`config.mk`:
```
export PLATFORM = sky130hd
export DESIGN_NAME = pws_isqrt
export DESIGN_NICKNAME = d
export VERILOG_FILES = /design/src/rtl/pws_isqrt.sv
export SDC_FILE = /design/constraint.sdc
export NUM_CORES = 1
export LEC_CHECK = 0
export BUFFER_PORTS_ARGS = -buffer_cell sky130_fd_sc_hd__buf_2
export CAP_MARGIN = 40
export CORE_MARGIN = 1
export CORE_UTILIZATION = 55
export CTS_CLUSTER_SIZE = 30
export DETAILED_ROUTE_END_ITERATION = 8
export PLACE_DENSITY = 0.84
export SLEW_MARGIN = 20
export SYNTH_ARGS = -nofsm -noshare
export SYNTH_HDL_FRONTEND = slang
export SYNTH_SLANG_ARGS = --single-unit
```
`constraint.sdc`:
```
create_clock -name clk -period 12.75 [get_ports clk]
set_clock_uncertainty 0.05 [all_clocks]
set_input_delay 1.9125 -clock clk [delete_from_list [all_inputs] [get_ports clk]]
set_output_delay 1.9125 -clock clk [all_outputs]
set_load 0.01 [all_outputs]
```
`src/rtl/pws_isqrt.sv`:
```
// Floor square root, three register stages: six, six and five result bits.
module pws_isqrt (
  input  logic        clk,
  input  logic [32:0] x_in,
  output logic [16:0] root_out
);

  logic [33:0] rem1_r, root1_r, rem2_r, root2_r, root3_r;
  logic [67:0] st1_nxt, st2_nxt, st3_nxt;

  function automatic logic [67:0] sqrt_steps(input logic [33:0] x_i, input logic [33:0] r_i,
                                             input int first, input int last);
    logic [33:0] x;
    logic [33:0] r;
    logic [33:0] b;
    x = x_i;
    r = r_i;
    for (int i = first; i <= last; i++) begin
      b = 34'(1) << (32 - 2 * i);
      if (x >= r + b) begin
        x = x - (r + b);
        r = (r >> 1) + b;
      end else begin
        r = r >> 1;
      end
    end
    return {x, r};
  endfunction

  always_comb begin
    st1_nxt = sqrt_steps({1'b0, x_in}, 34'd0, 0, 5);
    st2_nxt = sqrt_steps(rem1_r, root1_r, 6, 11);
    st3_nxt = sqrt_steps(rem2_r, root2_r, 12, 16);
  end

  always_ff @(posedge clk) begin
    {rem1_r, root1_r} <= st1_nxt;
    {rem2_r, root2_r} <= st2_nxt;
    root3_r           <= st3_nxt[33:0];
  end

  assign root_out = root3_r[16:0];

endmodule

```
==> impl_metrics.json <==
{
  "dieArea_mm2": 0.0281,
  "port_buffers": 50,
  "core_mm2": 0.0270,
  "avgSynthCellArea_um2": 7.31,
  "ys_seq_area_share_pct": 13.7,
  "final_common_cell": "nand2_1",
  "min-delay-start": "rem1_r[2]$_DFF_P_",
  "clk_transition_reported_paths_ns": 0.10,
  "num_rows": 60,
  "slowest_delay_ns": 0.44,
  "cts.path.max_buffers": 2,
  "area_growth_pct": 17.7,
  "postPlaceCellArea_mm2": 0.0165,
  "syn-num-nets": 2275,
  "routed_wl_um": 50300,
  "synth_edf_count": 0,
  "stdcell_area_mm2": 0.0177,
  "wire_per_inst_um": 19.6,
  "first_pass_iters": 6,
  "cts_buffers": 9,
  "max_slew_margin_pct": 33.7,
  "grt_pass1_wl_um": 78600,
  "grt.total_usage_pct": 34.2,
  "hold_depth": 0,
  "period_minus_slack_ns": 12.42,
  "cts_num_sinks": 103,
  "rr_startpoint": "root1_r[22]$_SDFF_PP0_",
  "ys_seq_elements": 103,
  "reg2reg_to": "rem2_r[17]$_DFF_P_",
  "fmax_mhz": 80.5,
  "drc_errors": 0,
  "drt-initial-drc-count": 1605,
  "worstRegToRegCells": 62,
  "yosysUniqueCellTypes": 91,
  "period_share_pct": 97.4,
  "die_height_um": 168,
  "drive_gt1_share_pct": 18.5,
  "vias_per_cell": 6.50,
  "finalHoldViolations": 0,
  "cts_tree": "built",
  "io_pins": 51,
  "status": "completed",
  "reg2reg_slack_ns": 0.33,
  "initial_core_util_pct": 56.0,
  "maxCapViolCount": 0,
  "antenna_found_initial": 0,
  "dieWidth_um": 168,
  "vias": 16700,
  "dp_hpwl_um": 40000,
  "worstSetupEndpointType": "register",
  "yosysTopAreaCell": "ha_1",
  "layout_common_cells": "nand2_1, nor2_1, ha_1, a21oi_1, buf_4",
  "synthArstFlopShare_pct": 0,
  "critPathLaunchType": "register",
  "nets": 2438,
  "syn_inst": 2063,
  "maxSlewViolCount": 0,
  "hold_class": "register to register",
  "synth_warnings": 0,
  "synth.top_cell.area_share_pct": 14.8,
  "clock_latency_ns": 0.37,
  "place_congestion": 1.02,
  "setup_viol": 0,
  "grt-ovfl-total": 0,
  "antennaDiodeCount": 0,
  "worst_ep_arrival_time_ns": 12.61,
  "grt_pass1_vias": 15400,
  "grt_max_degree": 31,
  "synthFlopType": "dfxtp_1",
  "crit_path_frequent_cell": "ha_1",
  "worst_pin_slew_ns": 0.970,
  "hold-path-endpoint": "rem2_r[2]$_DFF_P_",
  "netlist_area_mm2": 0.0151,
  "required_ns": 12.94,
  "fill_cells": 2268,
  "slowest_stage": "o41a_1",
  "root_buffer": "clkbuf_16",
  "ant_nets": 0,
  "cp_max_fo": 19,
  "critical_path_class": "register to register",
  "cts-htree-levels": 3,
  "synth_area_leaders": "ha_1, dfxtp_1, xnor2_1"
}
[cells by family (layout without fill, tap and decap cells)]
group,Yosys count,count (layout),synth area share (%)
fa+ha+maj,178,178,14.8
mux,39,39,2.85
buf+inv,183,350,4.72
compound gates,654,654,29.0
xor+xnor,178,178,10.4
flops,103,103,13.7
simple gates,728,729,24.5
[final cells by class]
cell class              count  area [um2]  area share (%)
clock buffers               9         225            1.27
clock inverters             7        88.8           0.501
inverters                 127         510            2.88
multi-input cells        1778       12900            73.0
flip-flops and latches    103        2060            11.6
well taps                 341         427            2.40
repair buffers            205        1470            8.30
repair inverters            2        12.5          0.0705
[what timing repair did]
| action | in CTS | in global routing |
|---|---|---|
| resized for setup | 3 | 163 |
| endpoints found under the setup margin | 14 | 26 |
| setup buffers | 2 | 38 |
| pin swaps | 0 | 50 |
| hold buffers | 0 | 0 |
| gates cloned | 0 | 4 |
[registers in the layout (all words and copies together), names as in the netlist]
signal,count
rem1_r,34
rem2_r,34
root3_r,17
root2_r,12
root1_r,6
[metrics by stage]
step	utilization (%)	instances	setup WS, ns	hold slack (ns)	TNS (ns)
floorplan	-	2063	0.00246	0.273	0
global placement	61.0	2510	0.127	0.280	0
detailed placement	61.1	2512	-0.0318	0.285	-0.0635
CTS	62.3	2530	0.0210	0.289	0
global route	65.9	2572	-0.216	0.310	-3.18
finish	65.9	2572	0.332	0.301	0
[layer usage]
layer	routed length, um	track usage (%)
met3	2910	3.19
met4	2540	14.8
met5	0	0
met1	20800	42.1
met2	24100	60.5
[cells in the mapped netlist, types with 8 or more instances]
cell type    n
a21oi_1    178
mux2i_1     16
a2111oi_0   10
inv_1      124
o2111ai_1    9
or3_1       23
nand2b_1    27
clkbuf_1    40
o211a_1     12
dfxtp_1    103
o211ai_1    16
or2_2       16
nand3_1     74
nand2_1    178
a211oi_1    20
a31oi_1     19
a21boi_0     8
ha_1       178
a211o_1     14
a41oi_1      8
o31ai_1     25
nor2b_1     16
and3_1      23
o21ai_0    121
nor2_1     176
and4_1      11
nand3b_1     9
nand4_1     32
and2_1      11
nor3b_1      8
xnor2_1    121
nor3_1      56
o21bai_1    22
a31o_2      11
mux2_2      17
o21a_1      22
a21o_1      77
buf_2       11
nor4_1      21
or4_1       22
xor2_1      56
[critical path, delay by kind of cell (launching register included)]
family	cells	cell delay, ns
XOR/XNOR	1	0.18
flip-flops	1	0.35
adder cells (fa/ha/maj)	6	1.97
AND/OR/NAND/NOR	24	3.82
multiplexers	2	0.66
AO/OA/AOI/OAI	17	3.53
buffers and inverters	12	1.71
[how the worst max path moves through the flow]
| stage | startpoint | end | cells past startpoint |
|---|---|---|---|
| floorplan | root1_r[27]$_DFF_P_ | rem2_r[24]$_DFF_P_ | 70 |
| global placement | rem1_r[0]$_DFF_P_ | rem2_r[31]$_DFF_P_ | 59 |
| detailed placement | root2_r[21]$_DFF_P_ | root3_r[0]$_SDFF_PN0_ | 62 |
| CTS | rem1_r[0]$_DFF_P_ | rem2_r[31]$_DFF_P_ | 59 |
| global route | root1_r[22]$_SDFF_PP0_ | rem2_r[24]$_DFF_P_ | 63 |
| finish | root1_r[22]$_SDFF_PP0_ | rem2_r[17]$_DFF_P_ | 62 |
Power is left out: the tool's default activity adds up to more than one toggle a clock period on the data nets, which glitch-free logic cannot reach.
